===== config.mk =====
export PLATFORM = sky130hd
export DESIGN_NAME = http_status_line_parser
export DESIGN_NICKNAME = d
export VERILOG_FILES = /design/src/rtl/hslp_pkg.sv /design/src/rtl/hslp_step.sv /design/src/rtl/http_status_line_parser.sv
export VERILOG_INCLUDE_DIRS = /design/src /design/src/rtl
export SDC_FILE = /design/constraint.sdc
export NUM_CORES = 1
export LEC_CHECK = 0
export BUFFER_PORTS_ARGS = -buffer_cell sky130_fd_sc_hd__buf_2
export CELL_PAD_IN_SITES_DETAIL_PLACEMENT = 1
export CELL_PAD_IN_SITES_GLOBAL_PLACEMENT = 2
export CORE_MARGIN = 2
export CORE_UTILIZATION = 24
export CTS_BUF_LIST = sky130_fd_sc_hd__clkbuf_2
export CTS_CLUSTER_SIZE = 28
export DETAILED_ROUTE_END_ITERATION = 6
export HOLD_SLACK_MARGIN = 0.15
export PLACE_DENSITY_LB_ADDON = 0.08
export SLEW_MARGIN = 20
export SYNTH_ARGS = -nofsm -noshare
export SYNTH_HDL_FRONTEND = slang
export SYNTH_SLANG_ARGS = --single-unit

===== constraint.sdc =====
create_clock -name clock -period 5.4 [get_ports clock]
set_input_delay 0.54 -clock clock [delete_from_list [all_inputs] [get_ports clock]]
set_output_delay 0.54 -clock clock [all_outputs]
set_load 0.05 [all_outputs]

===== src/rtl/assert_macros.svh =====
// Assertion helpers shared by the RTL.
`ifndef ASSERT_MACROS_SVH
`define ASSERT_MACROS_SVH

// Checked only while reset is low.
`define ASSERT_RUN(lbl, clk, rst, prop, msg) \
   lbl: assert property (@(posedge clk) disable iff (rst) prop) else $error(msg);

// Checked at every edge, reset included.
`define ASSERT_ALWAYS(lbl, clk, prop, msg) \
   lbl: assert property (@(posedge clk) prop) else $error(msg);

`endif


===== src/rtl/hslp_pkg.sv =====
`default_nettype none

package hslp_pkg;

   // Width of the number accumulators and of the result fields
   localparam int unsigned VALUE_BITS = 16;
   localparam int unsigned OUT_BITS   = 16;
   // Room for acc * 10 + 9 without wrap
   localparam int unsigned WIDE_BITS  = VALUE_BITS + 4;

   localparam logic [VALUE_BITS-1:0] VALUE_MAX = '1;

   // Characters, after folding to lower case
   localparam logic [7:0] CH_H     = 8'h68;
   localparam logic [7:0] CH_T     = 8'h74;
   localparam logic [7:0] CH_P     = 8'h70;
   localparam logic [7:0] CH_SLASH = 8'h2F;
   localparam logic [7:0] CH_DOT   = 8'h2E;
   localparam logic [7:0] CH_ZERO  = 8'h30;
   localparam logic [7:0] CH_NINE  = 8'h39;
   localparam logic [7:0] CH_SPACE = 8'h20;
   localparam logic [7:0] CH_TAB   = 8'h09;
   localparam logic [7:0] CH_CR    = 8'h0D;
   localparam logic [7:0] CH_UC_A  = 8'h41;
   localparam logic [7:0] CH_UC_Z  = 8'h5A;
   localparam logic [7:0] CASE_OFS = 8'h20;

   // Bits of the found vector
   localparam logic [1:0] FND_MAJOR  = 2'd0;
   localparam logic [1:0] FND_MINOR  = 2'd1;
   localparam logic [1:0] FND_STATUS = 2'd2;

   typedef enum logic [3:0] {
      PH_H     = 4'd1,
      PH_T1    = 4'd2,
      PH_T2    = 4'd3,
      PH_P     = 4'd4,
      PH_SLASH = 4'd5,
      PH_MAJ0  = 4'd6,
      PH_MAJ   = 4'd7,
      PH_MIN   = 4'd8,
      PH_GAP   = 4'd9,
      PH_STAT  = 4'd10
   } phase_type;

   typedef struct packed {
      phase_type             phase;
      logic                  stopped;
      logic [VALUE_BITS-1:0] acc;
      logic [VALUE_BITS-1:0] major;
      logic [VALUE_BITS-1:0] minor;
      logic [VALUE_BITS-1:0] status;
      logic [2:0]            found;
   } parse_state_type;

   localparam parse_state_type STATE_CLEAR = '{
      phase:   PH_H,
      stopped: 1'b0,
      acc:     '0,
      major:   '0,
      minor:   '0,
      status:  '0,
      found:   3'b000
   };

endpackage

`default_nettype wire


===== src/rtl/hslp_step.sv =====
`default_nettype none

// Parser next-state logic for one byte
module hslp_step
   import hslp_pkg::*;
(
   input  parse_state_type cur_state,
   input  logic [7:0]      line_byte,
   output parse_state_type nxt_state
);

   logic [7:0]            ch;
   logic                  is_digit;
   logic                  is_ws;
   logic [VALUE_BITS-1:0] acc_base;
   logic [WIDE_BITS-1:0]  acc_wide;
   logic [WIDE_BITS-1:0]  acc_sum;
   logic [VALUE_BITS-1:0] acc_next;

   // Fold upper-case letters and classify
   always_comb begin
      ch = line_byte;
      if (line_byte >= CH_UC_A && line_byte <= CH_UC_Z) begin
         ch = line_byte + CASE_OFS;
      end
      is_digit = (ch >= CH_ZERO) && (ch <= CH_NINE);
      is_ws    = (ch == CH_SPACE) || (ch >= CH_TAB && ch <= CH_CR);
   end

   // acc * 10 + digit, saturated at the field maximum
   always_comb begin
      acc_base = cur_state.acc;
      if (cur_state.phase == PH_MAJ0 || cur_state.phase == PH_GAP) begin
         acc_base = '0;
      end
      acc_wide = WIDE_BITS'(acc_base);
      acc_sum  = (acc_wide << 3) + (acc_wide << 1) + WIDE_BITS'(ch - CH_ZERO);
      if (acc_sum > WIDE_BITS'(VALUE_MAX)) begin
         acc_next = VALUE_MAX;
      end else begin
         acc_next = acc_sum[VALUE_BITS-1:0];
      end
   end

   // Phase machine
   always_comb begin
      nxt_state = cur_state;
      if (!cur_state.stopped) begin
         unique case (cur_state.phase)
            PH_H: begin
               if (ch == CH_H) nxt_state.phase = PH_T1;
               else            nxt_state.stopped = 1'b1;
            end
            PH_T1: begin
               if (ch == CH_T) nxt_state.phase = PH_T2;
               else            nxt_state.stopped = 1'b1;
            end
            PH_T2: begin
               if (ch == CH_T) nxt_state.phase = PH_P;
               else            nxt_state.stopped = 1'b1;
            end
            PH_P: begin
               if (ch == CH_P) nxt_state.phase = PH_SLASH;
               else            nxt_state.stopped = 1'b1;
            end
            PH_SLASH: begin
               if (ch == CH_SLASH) nxt_state.phase = PH_MAJ0;
               else                nxt_state.stopped = 1'b1;
            end
            PH_MAJ0: begin
               if (is_digit) begin
                  nxt_state.acc   = acc_next;
                  nxt_state.phase = PH_MAJ;
               end else begin
                  nxt_state.stopped = 1'b1;
               end
            end
            PH_MAJ: begin
               if (is_digit) begin
                  nxt_state.acc = acc_next;
               end else if (ch == CH_DOT) begin
                  nxt_state.major            = cur_state.acc;
                  nxt_state.found[FND_MAJOR] = 1'b1;
                  nxt_state.acc              = '0;
                  nxt_state.phase            = PH_MIN;
               end else begin
                  nxt_state.stopped = 1'b1;
               end
            end
            PH_MIN: begin
               if (is_digit) begin
                  nxt_state.acc = acc_next;
               end else if (is_ws) begin
                  nxt_state.minor            = cur_state.acc;
                  nxt_state.found[FND_MINOR] = 1'b1;
                  nxt_state.phase            = PH_GAP;
               end else begin
                  nxt_state.stopped = 1'b1;
               end
            end
            PH_GAP: begin
               if (is_digit) begin
                  nxt_state.acc   = acc_next;
                  nxt_state.phase = PH_STAT;
               end else if (!is_ws) begin
                  nxt_state.stopped = 1'b1;
               end
            end
            PH_STAT: begin
               if (is_digit) begin
                  nxt_state.acc = acc_next;
               end else begin
                  // Whitespace ends the code; anything else stops the line
                  if (is_ws) begin
                     nxt_state.status            = cur_state.acc;
                     nxt_state.found[FND_STATUS] = 1'b1;
                  end
                  nxt_state.stopped = 1'b1;
               end
            end
            default: begin
               nxt_state.stopped = 1'b1;
            end
         endcase
      end
   end

endmodule

`default_nettype wire


===== src/rtl/http_status_line_parser.sv =====
// HTTP response status line parser.
// Input channel (req_): one byte of the status line per item, with
// req_end_of_line high on the final byte. Letters are compared without case;
// the line must open with "http/", then major '.' minor, whitespace, status
// code, whitespace. The first unexpected byte stops parsing for that line.
// Result channel (rsp_): one item per line, sent after its final byte, with
// the three numbers (saturated at 65535) and their found flags. Bytes that
// are not the final one produce nothing.
// Path: a final byte is held in the input register, and its result is then
// registered in the result register. Throughput: one byte per cycle while no
// final byte waits for the result register; each byte is folded into the parse
// state by one compare and multiply-by-ten-plus-digit step.
// Stall: a held result does not block bytes that are not final; a final
// byte waits in the input register until the result register is free, and
// req_ready drops only then.
// Reset: parse state returns to expecting 'h', both registers empty.
`default_nettype none

module http_status_line_parser
   import hslp_pkg::*;
(
   input  logic                clock,
   input  logic                reset,
   input  logic                req_valid,
   output logic                req_ready,
   input  logic [7:0]          req_line_byte,
   input  logic                req_end_of_line,
   output logic                rsp_valid,
   input  logic                rsp_ready,
   output logic [OUT_BITS-1:0] rsp_major_version,
   output logic [OUT_BITS-1:0] rsp_minor_version,
   output logic [OUT_BITS-1:0] rsp_status_code,
   output logic                rsp_major_found,
   output logic                rsp_minor_found,
   output logic                rsp_status_found
);

`include "assert_macros.svh"

   logic                s1_valid_ff, s1_valid_in;
   logic [7:0]          s1_byte_ff;
   logic                s1_eol_ff;
   parse_state_type     st_ff, st_in;
   parse_state_type     st_step;
   logic                rsp_valid_ff, rsp_valid_in;
   logic [OUT_BITS-1:0] major_ff, minor_ff, status_ff;
   logic [2:0]          found_ff;
   logic                out_free;
   logic                s1_fire;
   logic                req_fire;
   logic                emit;

   hslp_step u_step (
      .cur_state (st_ff),
      .line_byte (s1_byte_ff),
      .nxt_state (st_step)
   );

   // Handshake control
   assign out_free  = !rsp_valid_ff || rsp_ready;
   assign s1_fire   = s1_valid_ff && (!s1_eol_ff || out_free);
   assign emit      = s1_fire && s1_eol_ff;
   assign req_ready = !s1_valid_ff || s1_fire;
   assign req_fire  = req_valid && req_ready;

   always_comb begin
      s1_valid_in = s1_valid_ff;
      if (req_fire)     s1_valid_in = 1'b1;
      else if (s1_fire) s1_valid_in = 1'b0;

      st_in = st_ff;
      if (emit)         st_in = STATE_CLEAR;
      else if (s1_fire) st_in = st_step;

      rsp_valid_in = rsp_valid_ff;
      if (emit)           rsp_valid_in = 1'b1;
      else if (rsp_ready) rsp_valid_in = 1'b0;
   end

   // Control registers
   always_ff @(posedge clock) begin
      if (reset) begin
         s1_valid_ff  <= 1'b0;
         st_ff        <= STATE_CLEAR;
         rsp_valid_ff <= 1'b0;
      end else begin
         s1_valid_ff  <= s1_valid_in;
         st_ff        <= st_in;
         rsp_valid_ff <= rsp_valid_in;
      end
   end

   // Input and result payload registers
   always_ff @(posedge clock) begin
      if (req_fire) begin
         s1_byte_ff <= req_line_byte;
         s1_eol_ff  <= req_end_of_line;
      end
      if (emit) begin
         major_ff  <= OUT_BITS'(st_step.major);
         minor_ff  <= OUT_BITS'(st_step.minor);
         status_ff <= OUT_BITS'(st_step.status);
         found_ff  <= st_step.found;
      end
   end

   assign rsp_valid         = rsp_valid_ff;
   assign rsp_major_version = major_ff;
   assign rsp_minor_version = minor_ff;
   assign rsp_status_code   = status_ff;
   assign rsp_major_found   = found_ff[FND_MAJOR];
   assign rsp_minor_found   = found_ff[FND_MINOR];
   assign rsp_status_found  = found_ff[FND_STATUS];

   // Checks
   `ASSERT_ALWAYS(a_reset_clears, clock, reset |=> (st_ff.phase == PH_H && !st_ff.stopped && st_ff.found == 3'b000 && !rsp_valid_ff && !s1_valid_ff), "reset did not clear parser")
   `ASSERT_RUN(a_line_restart, clock, reset, emit |=> (st_ff.phase == PH_H && !st_ff.stopped && st_ff.found == 3'b000), "parser not cleared after final byte")
   `ASSERT_RUN(a_rsp_source, clock, reset, (rsp_valid_ff && !$past(rsp_valid_ff)) |-> $past(emit), "result appeared without a final byte")
   `ASSERT_RUN(a_found_order, clock, reset, st_ff.found[FND_STATUS] |-> (st_ff.found[FND_MINOR] && st_ff.found[FND_MAJOR]), "status found before version")

endmodule

`default_nettype wire


# Word-level counts from Yosys, hierarchy flattened
# Cells that the tools add are included.
# Widths: inputs -> output; s select.
# op_classes
n_addsub,4
order_cmp,7
eq_ne,29
n_mux,47
bitwise_logic,1
reduce_logical,24
# ops
cell,n
$mux 16,9
$mux 68,1
$mux 17,3
$mux 4,9
$pmux 4 s9,1
$mux 32,1
$pmux 16 s2,1
$eq 8x6->1 const B,3
$eq 8x7->1 const B,3
$add 19x17->20,1
$add 20x20->20,1
$gt 20x16->1 const B,1
$ne 2x1->1 const B,10
$mux 1,18
$eq 4x3->1 const B,4
$reduce_and 14->1,1
$eq 4x4->1 const B,3
$mux 5,2
$reduce_bool 9->1,1
$sub 8x6->9 const B,1
$add 8x6->8 const B,1
$eq 4x2->1 const B,2
$ge 8x4->1 const B,1
$ge 8x6->1 const B,1
17 further kinds,33
# totals
regBits,134
input_bits,13
out_inout_bits,53

# Longest topological paths before layout
# Gate-level depths: netlist of the first run.
# logic_depth
ltp_word,10
mapped_depth,20
ltp_nobuf,18

# Modules after synthesis
# Synthesis of the first run repeated with hierarchy kept, for this count alone.
# unflattened
hier_cells,627
hier_area_um2,7180.6
# by_module_without_submodules
module,n_inst,cells_each,area_each_um2
http_status_line_parser,1,235,4150.2
hslp_step,1,392,3030.4

# Worst setup path before layout of the first run
# No wires, ideal clock.
# synth_path
path_type,register to register
startpoint,register s1_byte_ff[3]
endpoint,register st_ff[65] (netlist bit)
setup_time_ps,142
t_arrival_ps,4768
required_ps,5258
path_slack_ps,490
path_stages_with_launch,19
n_path_buf,1
synth_period_minus_slack_ps,4910
cell_sequence,edfxtp_1 > nor4_2 > a22o_1 > o21bai_1 > ha_1 > nor2_1 > inv_1 > fa_1 > inv_1 > ha_1 > a21oi_1 > nor2_1 > a211oi_1 > a211oi_1 > nor4_1 > mux2i_1 > nor4b_2 > clkbuf_1 > a311oi_1
# synth_between
elab_chain_cells,9
word_cells_on_any_way,19
classes_between,3 x add/sub; 5 x order compare; 3 x eq/ne; 5 x mux; 3 x reduce/logical
# synth_rtl
element,line,text
from (decl),http_status_line_parser.sv:41,logic [7:0] s1_byte_ff;
from (signal assigned),http_status_line_parser.sv:96,s1_byte_ff <= req_line_byte;
$ge 8x7->1 / $le 8x7->1 (equally long branches),hslp_step.sv:23,if (line_byte >= CH_UC_A && line_byte <= CH_UC_Z) begin
$logic_and 1x1->1,hslp_step.sv:23,
$mux 8 (*),hslp_step.sv:23,
$sub 8x6->9,hslp_step.sv:37,acc_sum = (acc_wide << 3) + (acc_wide << 1) + WIDE_BITS'(ch - CH_ZERO);
$add 20x20->20,hslp_step.sv:37,
$gt 20x16->1,hslp_step.sv:38,if (acc_sum > WIDE_BITS'(VALUE_MAX)) begin
$mux 16,hslp_step.sv:38,
$mux 16 (on tied branches),--,
$pmux 16 s2,hslp_step.sv:49,unique case (cur_state.phase)
to (signal assigned),http_status_line_parser.sv:88,st_ff <= st_in;
to (decl),http_status_line_parser.sv:43,"parse_state_type st_ff, st_in;"
# Every way passes the cells marked *; elsewhere a longest branch is shown, timed or not. The select of a mux whose other input is x is not followed.
# A chain may end at the register's enable or synchronous reset.

# Final worst setup path of the first run
# layout_path
startpoint,register s1_byte_ff[0]
endpoint,register st_ff[62] (netlist bit)
# Same word-level chain as after synthesis.

==> flow_metrics.tcl, run 1 <==
set metrics [dict create \
    clock-sinks 134 \
    drc 0 \
    core_sq_um 29500 \
    worst_hold_slack_ps 471 \
    hold_path.class "flop to flop" \
    cts_tree "built" \
    gp_congestion 0.796 \
    cts.clk_slew.worst_paths_ps 260 \
    finalSetupViolCount 0 \
    synthDistinctLibCells 62 \
    r2r_end "st_ff[62]$_SDFFE_PP0P_" \
    tns_ps 0 \
    drive_above_1_share 0.223 \
    cp-startpoint "s1_byte_ff[0]$_DFFE_PP_" \
    synth_edf_count 60 \
    cp-start-kind "flop" \
    synth_largest_area_cell "edfxtp_1" \
    drt_first_pass_iters 4 \
    grt_pass1_vias 5649 \
    worst_slack_ps 430 \
    start_util 0.242 \
    worst_path_dominant_cell_family "simple AND/OR/NAND/NOR gates" \
    rr_startpoint "s1_byte_ff[0]$_DFFE_PP_" \
    arrival_ps 5500 \
    yosysWarnings 0 \
    cp_cell_sequence "nor4_4 > a22o_1 > o21bai_1 > ha_1 > nor2_4 > clkinvlp_4 > fa_1 > inv_1 > ha_1 > a21oi_1 > nor2_1 > a211oi_1 > a211oi_2 > nor4_2 > mux2i_1 > nor4b_2 > buf_6 > a311oi_1" \
    skew_ps 49.7 \
    ys_seq_elements 134 \
    worst-slew-pin-transition_ps 954 \
    slowest_stage "edfxtp_1" \
    rows 63 \
    p_leak_nw 3.53 \
    portBuffers 65 \
    min_period_ps 4970 \
    die_height_microns 176 \
    ir_drop_v 0.000101 \
    crit_buf_inv 3 \
    cts_max_path_buffers 2 \
    grtUsageTotal 0.129 \
    synthArstFlopShare 0 \
    cap_viol_max_count 0 \
    crit_end "st_ff[62]$_SDFFE_PP0P_" \
    rsz0062_at_grt "false" \
    grt_pass1_wl_microns 31300 \
    final_area_sq_um 8270 \
    clock_latency_ps 710 \
    relSlewSlack 0.362 \
    hold_viol 0 \
    grt_max_degree 71 \
    synthesis.area_sq_um 7140 \
    die_w_microns 176 \
    synth_top_area_frac 0.252 \
    synth.avg_cell_area_sq_um 10.2 \
    cts_inserted_buffers 17 \
    avgRoutedWirePerCell_microns 16.8 \
    r2r_slack_ps 430 \
    ys_seq_area_frac 0.460 \
    globalRouteOverflowTotal 0 \
    cts_root_buf "clkbuf_2" \
    maxSlewViolCount 0 \
    crit_fanout 16 \
    dp_slack_ps 16.6 \
    reg2regPathDepth 18 \
    ys.flop_type "dfxtp_1" \
    period_share 0.920 \
    place_area_sq_um 7850 \
    yosys-top-cells-count "nand2_1, dfxtp_1, a21oi_1, edfxtp_1, nor2_1" \
    ios 66 \
    syn_inst 703 \
    syn-num-nets 757 \
    cpMostUsedCell "ha_1" \
    critical_path_depth 18 \
    fmax_ghz 0.201 \
    nFillCells 3374 \
    yosysMostFrequentCell "nand2_1" \
    vias_per_cell 4.54 \
    worstSetupEndpointType "flop" \
    synth_area_leaders "edfxtp_1, dfxtp_1, mux2_2, mux2i_1, ha_1" \
    outcome "completed" \
    htreeDepth 4 \
    cp_slowest_stage_delay_ps 580 \
    areaGrowthSynthToFinish_pct 15.9 \
    required_ps 5930 \
    vias 5344 \
    die-area_sq_um 31100 \
    wirelength_microns 19700 \
    finalPower_w 0.00185 \
    first_iter_violations 218 \
    ant_nets 0 \
    layout.nets 826 \
    antenna_found_initial 1 \
    p_per_area_nw_per_um2 224 \
    dp_hpwl_microns 14000 \
    critPathKind "flop to flop" \
]
-- worst reg2reg max path, delay by kind of cell (launching register included) --
kind / cells / cell delay, ps
multiplexers: 1 / 130
buffers and inverters: 3 / 470
AO/OA/AOI/OAI: 6 / 1110
flip-flops: 1 / 580
AND/OR/NAND/NOR: 5 / 1270
adder cells (fa/ha/maj): 3 / 1240
-- report_power, final --
| group | internal (W) | switching [W] |
|---|---|---|
| combinational | 0.0000604 | 0.000125 |
| clock | 0.000141 | 0.000446 |
| sequential | 0.00107 | 0.0000103 |
| total | 0.00127 | 0.000582 |
-- logic make-up after synthesis --
group                      synth area share
and+or+nand+nor                       0.129
muxes                                 0.125
DFF                                   0.460
xor gates and xnor gates             0.0160
adders and majority gates            0.0877
AOI/OAI and AO/OA                     0.126
buffers and inverters                0.0570
-- final cells by class --
type | instances | area, sq um | share of cell area
timing repair buffer | 97 | 602 | 0.0727
clock inverter | 15 | 131 | 0.0159
multi-input combinational | 472 | 3490 | 0.422
tap | 390 | 488 | 0.0590
clock buffer | 17 | 85.1 | 0.0103
sequential | 134 | 3280 | 0.397
inverter | 50 | 191 | 0.0231
antenna | 1 | 2.50 | 0.000302
-- placed cells by master, fill, tap and decap left out, types with 8 or more instances in the layout --
cell type      count
nand2b_1           9
buf_2             65
mux2_1             8
buf_4             18
fa_1              15
dfxtp_1           74
inv_1             49
mux2_2            40
mux2i_1           35
nand2_1           75
a21oi_1           63
dlygate4sd3_1     13
clkbuf_2          17
nor2_1            58
nand3_1            8
edfxtp_1          60
ha_1              26
o21ai_0           16
a211oi_1          11
-- per-stage QoR --
stage          instances   util
6_report            1176  0.281
5_1_grt             1176  0.281
4_1_cts             1172  0.279
3_5_place_dp        1125  0.266
3_3_place_gp        1125  0.266
2_1_floorplan        703      -
-- repair_timing --
| action | 4_1_cts | 5_1_grt |
|---|---|---|
| hold buffers | 13 | 0 |
| pin swaps | 0 | 1 |
| endpoints found under the setup margin | 15 | 16 |
| gates resized for setup | 2 | 6 |
| buffers inserted | 2 | 3 |
| hold endpoints to repair | 13 | 0 |
-- sequential cells by signal, summed over array words and instances, names as in the netlist --
| signal | cells |
|---|---|
| rsp_valid | 1 |
| st_ff | 72 |
| rsp_minor_version | 16 |
| s1_byte_ff | 8 |
| rsp_major_version | 16 |
| found_ff | 3 |
| s1_eol_ff | 1 |
| rsp_status_code | 16 |
| s1_valid_ff | 1 |
-- how the worst min path moves through the flow --
stage | start | end | slack [ps] | depth (start not counted)
CTS | req_line_byte[4] | s1_byte_ff[4]$_DFFE_PP_ | 420 | 2
detailed placement | st_ff[49]$_SDFFE_PP0P_ | st_ff[49]$_SDFFE_PP0P_ | 450 | 2
global route | req_line_byte[7] | s1_byte_ff[7]$_DFFE_PP_ | 420 | 2
floorplan | st_ff[47]$_SDFFE_PP0P_ | st_ff[47]$_SDFFE_PP0P_ | 430 | 2
global placement | st_ff[45]$_SDFFE_PP0P_ | st_ff[45]$_SDFFE_PP0P_ | 440 | 2
finish | st_ff[43]$_SDFFE_PP0P_ | st_ff[43]$_SDFFE_PP0P_ | 470 | 2
-- per-layer routing --
metal  track usage  part of all wire  up-vias
li1              -                 -     2627
met1         0.178              0.51     2644
met2         0.209              0.46       59
met3        0.0215             0.022       14
met4        0.0320            0.0098        0
met5             0                 0        -
No activity file was read; power rests on OpenSTA's default activity.
==> run 2: changes to the inputs <==
--- a/config.mk
+++ b/config.mk
@@ -9,6 +9,7 @@
 export BUFFER_PORTS_ARGS = -buffer_cell sky130_fd_sc_hd__buf_2
 export CELL_PAD_IN_SITES_DETAIL_PLACEMENT = 1
 export CELL_PAD_IN_SITES_GLOBAL_PLACEMENT = 2
+export CORE_ASPECT_RATIO = 1.2
 export CORE_MARGIN = 2
 export CORE_UTILIZATION = 24
 export CTS_BUF_LIST = sky130_fd_sc_hd__clkbuf_2
@@ -16,6 +17,7 @@
 export DETAILED_ROUTE_END_ITERATION = 6
 export HOLD_SLACK_MARGIN = 0.15
 export PLACE_DENSITY_LB_ADDON = 0.08
+export SETUP_SLACK_MARGIN = 0.02
 export SLEW_MARGIN = 20
 export SYNTH_ARGS = -nofsm -noshare
 export SYNTH_HDL_FRONTEND = slang
==> flow_metrics.tcl, run 2 (same netlist as run 1, synthesis figures left out) <==
set metrics [dict create \
    power_frac_comb 0.094 \
    clock-sinks 134 \
    drt_first_pass_iters 4 \
    cap_viol_max_count 0 \
    grt_pass1_vias 5770 \
    dp.cells 1124 \
    cpMostUsedCell "a21o_1" \
    ios 66 \
    min_period_ps 5000 \
    p_leak_nw 3.56 \
    grt_pass1_wl_microns 31900 \
    hold_viol 0 \
    core_sq_um 29400 \
    critPathKind "flop to flop" \
    required_ps 5950 \
    areaGrowthSynthToFinish_pct 16.6 \
    maxSlewViolCount 0 \
    first_iter_violations 182 \
    clock_latency_ps 720 \
    cp_cell_sequence "nor4_2 > a22o_1 > o21bai_1 > ha_1 > nor2_2 > clkinvlp_4 > buf_4 > fa_1 > inv_1 > ha_1 > a21o_1 > a21o_1 > a21o_1 > nor4_1 > mux2i_1 > nor4b_2 > buf_6 > a311oi_1" \
    htreeDepth 4 \
    clkPwrFrac 0.355 \
    skew_ps 46.1 \
    ant_nets 0 \
    crit_fanout 16 \
    fin_cells 1178 \
    fin_util 0.283 \
    finalSetupViolCount 0 \
    layout_commonest_cell "nand2_1" \
    die_w_microns 161 \
    arrival_ps 5550 \
    tns_ps 0 \
    period_share 0.926 \
    die-area_sq_um 31100 \
    largest_reg_flops 72 \
    start_util 0.242 \
    vias_per_cell 4.63 \
    pwr-share-seq 0.551 \
    cts_max_path_buffers 2 \
    cp_slowest_stage_delay_ps 550 \
    wirelength_microns 20000 \
    worstSetupEndpointType "flop" \
    rsz0062_at_grt "false" \
    die_height_microns 193 \
    gp_congestion 0.805 \
    layout.nets 829 \
    slowest_stage "edfxtp_1" \
    fmax_ghz 0.200 \
    cp-start-kind "flop" \
    grt_max_degree 71 \
    top_register "st_ff" \
    drive_above_1_share 0.221 \
    nFillCells 3351 \
    intPower_w 0.00143 \
    avgRoutedWirePerCell_microns 17.0 \
    antenna_found_initial 1 \
    sw_frac_of_total 0.271 \
    worst-slew-pin-transition_ps 1030 \
    relSlewSlack 0.309 \
    layout_common_cells "nand2_1, dfxtp_1, buf_2" \
    cts_root_buf "clkbuf_2" \
    cts_inserted_buffers 17 \
    rows 69 \
    power_switching_w 0.000532 \
    globalRouteOverflowTotal 0 \
    outcome "completed" \
    cts.clk_slew.worst_paths_ps 240 \
    dp_hpwl_microns 14100 \
    hold_path.class "flop to flop" \
    grtUsageTotal 0.132 \
    cts_tree "built" \
    p_per_area_nw_per_um2 236 \
    drc 0 \
    vias 5454 \
    ir_drop_v 0.000120 \
    portBuffers 65 \
]
==> run 2: cell count changes in the layout (fill, tap and decap cells not counted), sizes merged <==
cell    previous run  this run
inv               59        50
bufinv             0         4
clkinv             3         7
buf               84        87
==> run 2: power groups by stage <==
stage	Clock, W	Combinational, W	Sequential [W]
after floorplan	0	0.0000947	0.00113
after global placement	0	0.000171	0.00110
after detailed placement	0	0.000173	0.00110
after CTS	0.000739	0.000181	0.00108
after global routing	0.000780	0.000206	0.00108
final	0.000698	0.000185	0.00108
==> run 2: worst max-delay path, delay by kind of cell (launching register included) <==
family / cells / cell delay, ps
adder cells (fa/ha/maj): 3 / 1210
AND/OR/NAND/NOR: 4 / 1190
AO/OA/AOI/OAI: 6 / 1030
buffers and inverters: 4 / 720
flip-flops: 1 / 550
multiplexers: 1 / 140
==> run 2: routing by layer <==
| metal | track usage | vias up | wire, microns | share of wire |
|---|---|---|---|---|
| li1 | - | 2629 | - | - |
| met1 | 0.166 | 2735 | 9530 | 0.48 |
| met2 | 0.231 | 78 | 9700 | 0.49 |
| met3 | 0.0232 | 12 | 528 | 0.026 |
| met4 | 0.0412 | 0 | 214 | 0.011 |
| met5 | 0 | - | 0 | 0 |
==> run 2: cell type report <==
| class | count | area (sq um) | share of cell area |
|---|---|---|---|
| antenna | 1 | 2.50 | 0.000301 |
| clock buffer | 17 | 85.1 | 0.0102 |
| clock inverter | 14 | 184 | 0.0221 |
| inverter | 50 | 191 | 0.0230 |
| multi-input combinational | 472 | 3460 | 0.416 |
| sequential | 134 | 3280 | 0.394 |
| tap | 390 | 488 | 0.0586 |
| timing repair buffer | 100 | 624 | 0.0750 |
==> run 2: per-stage QoR <==
stage / worst slack (ps) / total power [W] / hold slack (ps) / cell area (sq um)
after detailed placement: 165 / 0.00128 / 445 / 7840
final: 400 / 0.00196 / 464 / 8320
after CTS: 74.9 / 0.00200 / 378 / 8240
after global routing: 14.3 / 0.00207 / 386 / 8320
after global placement: 354 / 0.00127 / 436 / 7840
after floorplan: 490 / 0.00123 / 428 / 7140
==> run 2: path summary, 6_finish.rpt <==
check / startpoint / endpoint / slack [ps] / cells after the start
worst min register to register: st_ff[46]$_SDFFE_PP0P_ / st_ff[46]$_SDFFE_PP0P_ / 460 / 2
worst min-delay path: st_ff[46]$_SDFFE_PP0P_ / st_ff[46]$_SDFFE_PP0P_ / 460 / 2
worst max register to register: s1_byte_ff[3]$_DFFE_PP_ / st_ff[65]$_SDFFE_PP0P_ / 400 / 18
worst max-delay path: s1_byte_ff[3]$_DFFE_PP_ / st_ff[65]$_SDFFE_PP0P_ / 400 / 18
==> run 2: repair_timing <==
| action | 4_1_cts | 5_1_grt |
|---|---|---|
| resized for setup | 0 | 4 |
| hold endpoints to repair | 13 | 0 |
| buffers inserted | 0 | 9 |
| hold buffers | 13 | 0 |
| setup endpoints to repair | 0 | 16 |
==> run 3: changes to the inputs <==
--- a/config.mk
+++ b/config.mk
@@ -6,6 +6,7 @@
 export SDC_FILE = /design/constraint.sdc
 export NUM_CORES = 1
 export LEC_CHECK = 0
+export ABC_AREA = 1
 export BUFFER_PORTS_ARGS = -buffer_cell sky130_fd_sc_hd__buf_2
 export CELL_PAD_IN_SITES_DETAIL_PLACEMENT = 1
 export CELL_PAD_IN_SITES_GLOBAL_PLACEMENT = 2
==> constraint.sdc (replaced) <==
create_clock -name clock -period 5.4 [get_ports clock]
set_input_delay 0.54 -clock clock [delete_from_list [all_inputs] [get_ports clock]]
set_output_delay 0.54 -clock clock [all_outputs]
set_load 0.1 [all_outputs]
==> flow_metrics.tcl, run 3 <==
set metrics [dict create \
    ys.flop_type "dfxtp_1" \
    worstSetupEndpointType "flop" \
    grt_pass1_wl_microns 37100 \
    required_ps 6000 \
    vias 6290 \
    die_w_microns 164 \
    drive_above_1_share 0.145 \
    synthesis.area_sq_um 7380 \
    r2r_end "st_ff[52]$_SDFFE_PP0P_" \
    layout.nets 1062 \
    rr_startpoint "s1_byte_ff[3]$_DFFE_PP_" \
    rows 70 \
    p_per_area_nw_per_um2 243 \
    areaGrowthSynthToFinish_pct 16.3 \
    slowest_stage "edfxtp_1" \
    portBuffers 65 \
    arrival_ps 5500 \
    globalRouteOverflowTotal 0 \
    ys_seq_elements 134 \
    hp-start "req_valid" \
    layout_commonest_cell "nand2_1" \
    grt_max_degree 76 \
    crit_fanout 16 \
    final_area_sq_um 8580 \
    synth_simple_gate_area_frac 0.213 \
    grtUsageTotal 0.151 \
    dp_hpwl_microns 17400 \
    ios 66 \
    synth_xor_area_frac 0.0166 \
    power_switching_w 0.000621 \
    die-area_sq_um 32200 \
    avgRoutedWirePerCell_microns 16.3 \
    syn_inst 926 \
    rsz0062_at_grt "false" \
    ys_seq_area_frac 0.445 \
    sw_frac_of_total 0.298 \
    htreeDepth 4 \
    skew_ps 45.7 \
    cap_viol_max_count 0 \
    hold_path_end "s1_eol_ff$_DFFE_PP_" \
    drc 0 \
    cts_tree "built" \
    cp-start-kind "flop" \
    fmax_ghz 0.204 \
    clock-sinks 134 \
    worst_path_dominant_cell_family "simple AND/OR/NAND/NOR gates" \
    r2r_slack_ps 500 \
    place_area_sq_um 8150 \
    pwr-share-seq 0.527 \
    cp_slowest_stage_delay_ps 580 \
    yosysWarnings 0 \
    synth_mux_area_frac 0 \
    drt_first_pass_iters 4 \
    min_period_ps 4900 \
    synth_largest_area_cell "edfxtp_1" \
    worst-slew-pin-transition_ps 796 \
    grt_pass1_vias 6494 \
    critPathKind "flop to flop" \
    outcome "completed" \
    layout_common_cells "nand2_1, inv_1, a21oi_1" \
    syn-num-nets 980 \
    ir_drop_v 0.0000855 \
    ant_nets 0 \
    synthAdderAreaFrac 0.0848 \
    maxSlewViolCount 0 \
    crit_buf_inv 6 \
    cts_max_path_buffers 2 \
    die_height_microns 196 \
    top_register "st_ff" \
    core_sq_um 30400 \
    synth_area_leaders "edfxtp_1, dfxtp_1, nand2_1, inv_1, a21oi_1" \
    cts.clk_slew.worst_paths_ps 240 \
    min_path_cells 3 \
    reg2regPathDepth 22 \
    finalSetupViolCount 0 \
    synthDistinctLibCells 43 \
    clock_latency_ps 730 \
    hold_viol 0 \
    vias_per_cell 4.44 \
    wirelength_microns 23100 \
    fin_util 0.282 \
    synth-compound-area-share 0.144 \
    antenna_found_initial 1 \
    period_share 0.907 \
    synth.avg_cell_area_sq_um 7.97 \
    intPower_w 0.00146 \
    synth_top_family_by_area "simple AND/OR/NAND/NOR gates" \
    p_leak_nw 3.70 \
    relSlewSlack 0.470 \
    cts_root_buf "clkbuf_2" \
    synth_top_area_frac 0.244 \
    yosysMostFrequentCell "nand2_1" \
    largest_reg_flops 72 \
    yosys-top-cells-count "nand2_1, inv_1, a21oi_1, dfxtp_1, nor2_1" \
    power_frac_comb 0.134 \
    gp_congestion 0.746 \
    cts_inserted_buffers 17 \
    first_iter_violations 259 \
    tns_ps 0 \
    hold_path.class "input port to flop" \
    synth_edf_count 60 \
    clkPwrFrac 0.339 \
    synthArstFlopShare 0 \
    cp_cell_sequence "nor2_1 > nand3_2 > nand4_1 > nand2_1 > nor2_4 > inv_1 > nor2_1 > clkinvlp_4 > buf_4 > buf_4 > fa_1 > inv_1 > ha_1 > a21oi_1 > o21ai_0 > a21oi_1 > nand3_1 > xnor2_1 > buf_4 > nand3b_1 > nand2_1 > a21oi_1" \
    start_util 0.243 \
]
-- run 3: changes by cell type after synthesis, moves of 33 or more --
cell,previous run,this run
nand3_1,8,45
nand2_1,75,212
a21oi_1,63,97
mux2i_1,35,0
mux2_2,40,0
o21ai_0,16,49
inv_1,50,152
-- run 3: logic make-up after synthesis --
kind of cell    after synthesis
flops                       134
compound gates              194
buf+inv                     184
simple gates                359
fa+ha+maj                    41
xor+xnor                     14
-- run 3: worst max path at each step --
stage                       startpoint                endpoint  slack (ps)  cells after the start
4_1_cts        s1_byte_ff[3]$_DFFE_PP_  st_ff[51]$_SDFFE_PP0P_         350                     22
3_5_place_dp   s1_byte_ff[3]$_DFFE_PP_  st_ff[51]$_SDFFE_PP0P_         450                     22
3_3_place_gp   s1_byte_ff[3]$_DFFE_PP_  st_ff[51]$_SDFFE_PP0P_         480                     22
6_report       s1_byte_ff[3]$_DFFE_PP_  st_ff[52]$_SDFFE_PP0P_         500                     22
2_1_floorplan  s1_byte_ff[3]$_DFFE_PP_  st_ff[51]$_SDFFE_PP0P_        1170                     22
5_1_grt        s1_byte_ff[0]$_DFFE_PP_  st_ff[51]$_SDFFE_PP0P_          20                     23
-- run 3: area by class of cell --
cell class                      count  area [sq um]
Clock inverter                     13           180
Clock buffer                       18          90.1
Fill cell                        3698         21800
Inverter                          156           594
Tap cell                          396           495
Timing Repair Buffer               91           551
Multi-Input combinational cell    608          3390
Antenna cell                        1          2.50
Sequential cell                   134          3280
-- run 3: tightest hold or removal path: stages --
cell	delay (ps)
buf_2	90
nand2_1	80
inv_1	190
-- run 3: metrics by stage --
stage | instances | setup slack (ps) | hold WS, ps | power (W)
floorplan | 926 | 1170 | 429 | 0.00132
global route | 1417 | 20.2 | 296 | 0.00220
CTS | 1411 | 354 | 260 | 0.00213
global placement | 1368 | 475 | 444 | 0.00139
detailed placement | 1368 | 455 | 452 | 0.00139
finish | 1417 | 504 | 367 | 0.00208
-- run 3: layer usage --
layer,wire (microns),vias to the layer above,GRT usage,share of wire
li1,-,3174,-,-
met1,11100,3042,0.198,0.48
met2,11400,65,0.259,0.49
met3,405,9,0.0224,0.017
met4,218,0,0.0361,0.0094
met5,0,-,0,0
-- run 3: power by group through the flow --
| stage | logic, W | clock network (W) | registers [W] |
|---|---|---|---|
| after floorplan | 0.000133 | 0 | 0.00119 |
| after global placement | 0.000275 | 0 | 0.00112 |
| after detailed placement | 0.000275 | 0 | 0.00112 |
| after CTS | 0.000282 | 0.000751 | 0.00110 |
| after global routing | 0.000310 | 0.000785 | 0.00110 |
| final | 0.000279 | 0.000706 | 0.00110 |
-- run 3: repair_timing --
action                     CTS  global route
setup buffers                0             5
hold buffers                12             0
gates resized for setup      0             2
setup endpoints to repair    0            16
hold endpoints to repair    11             0
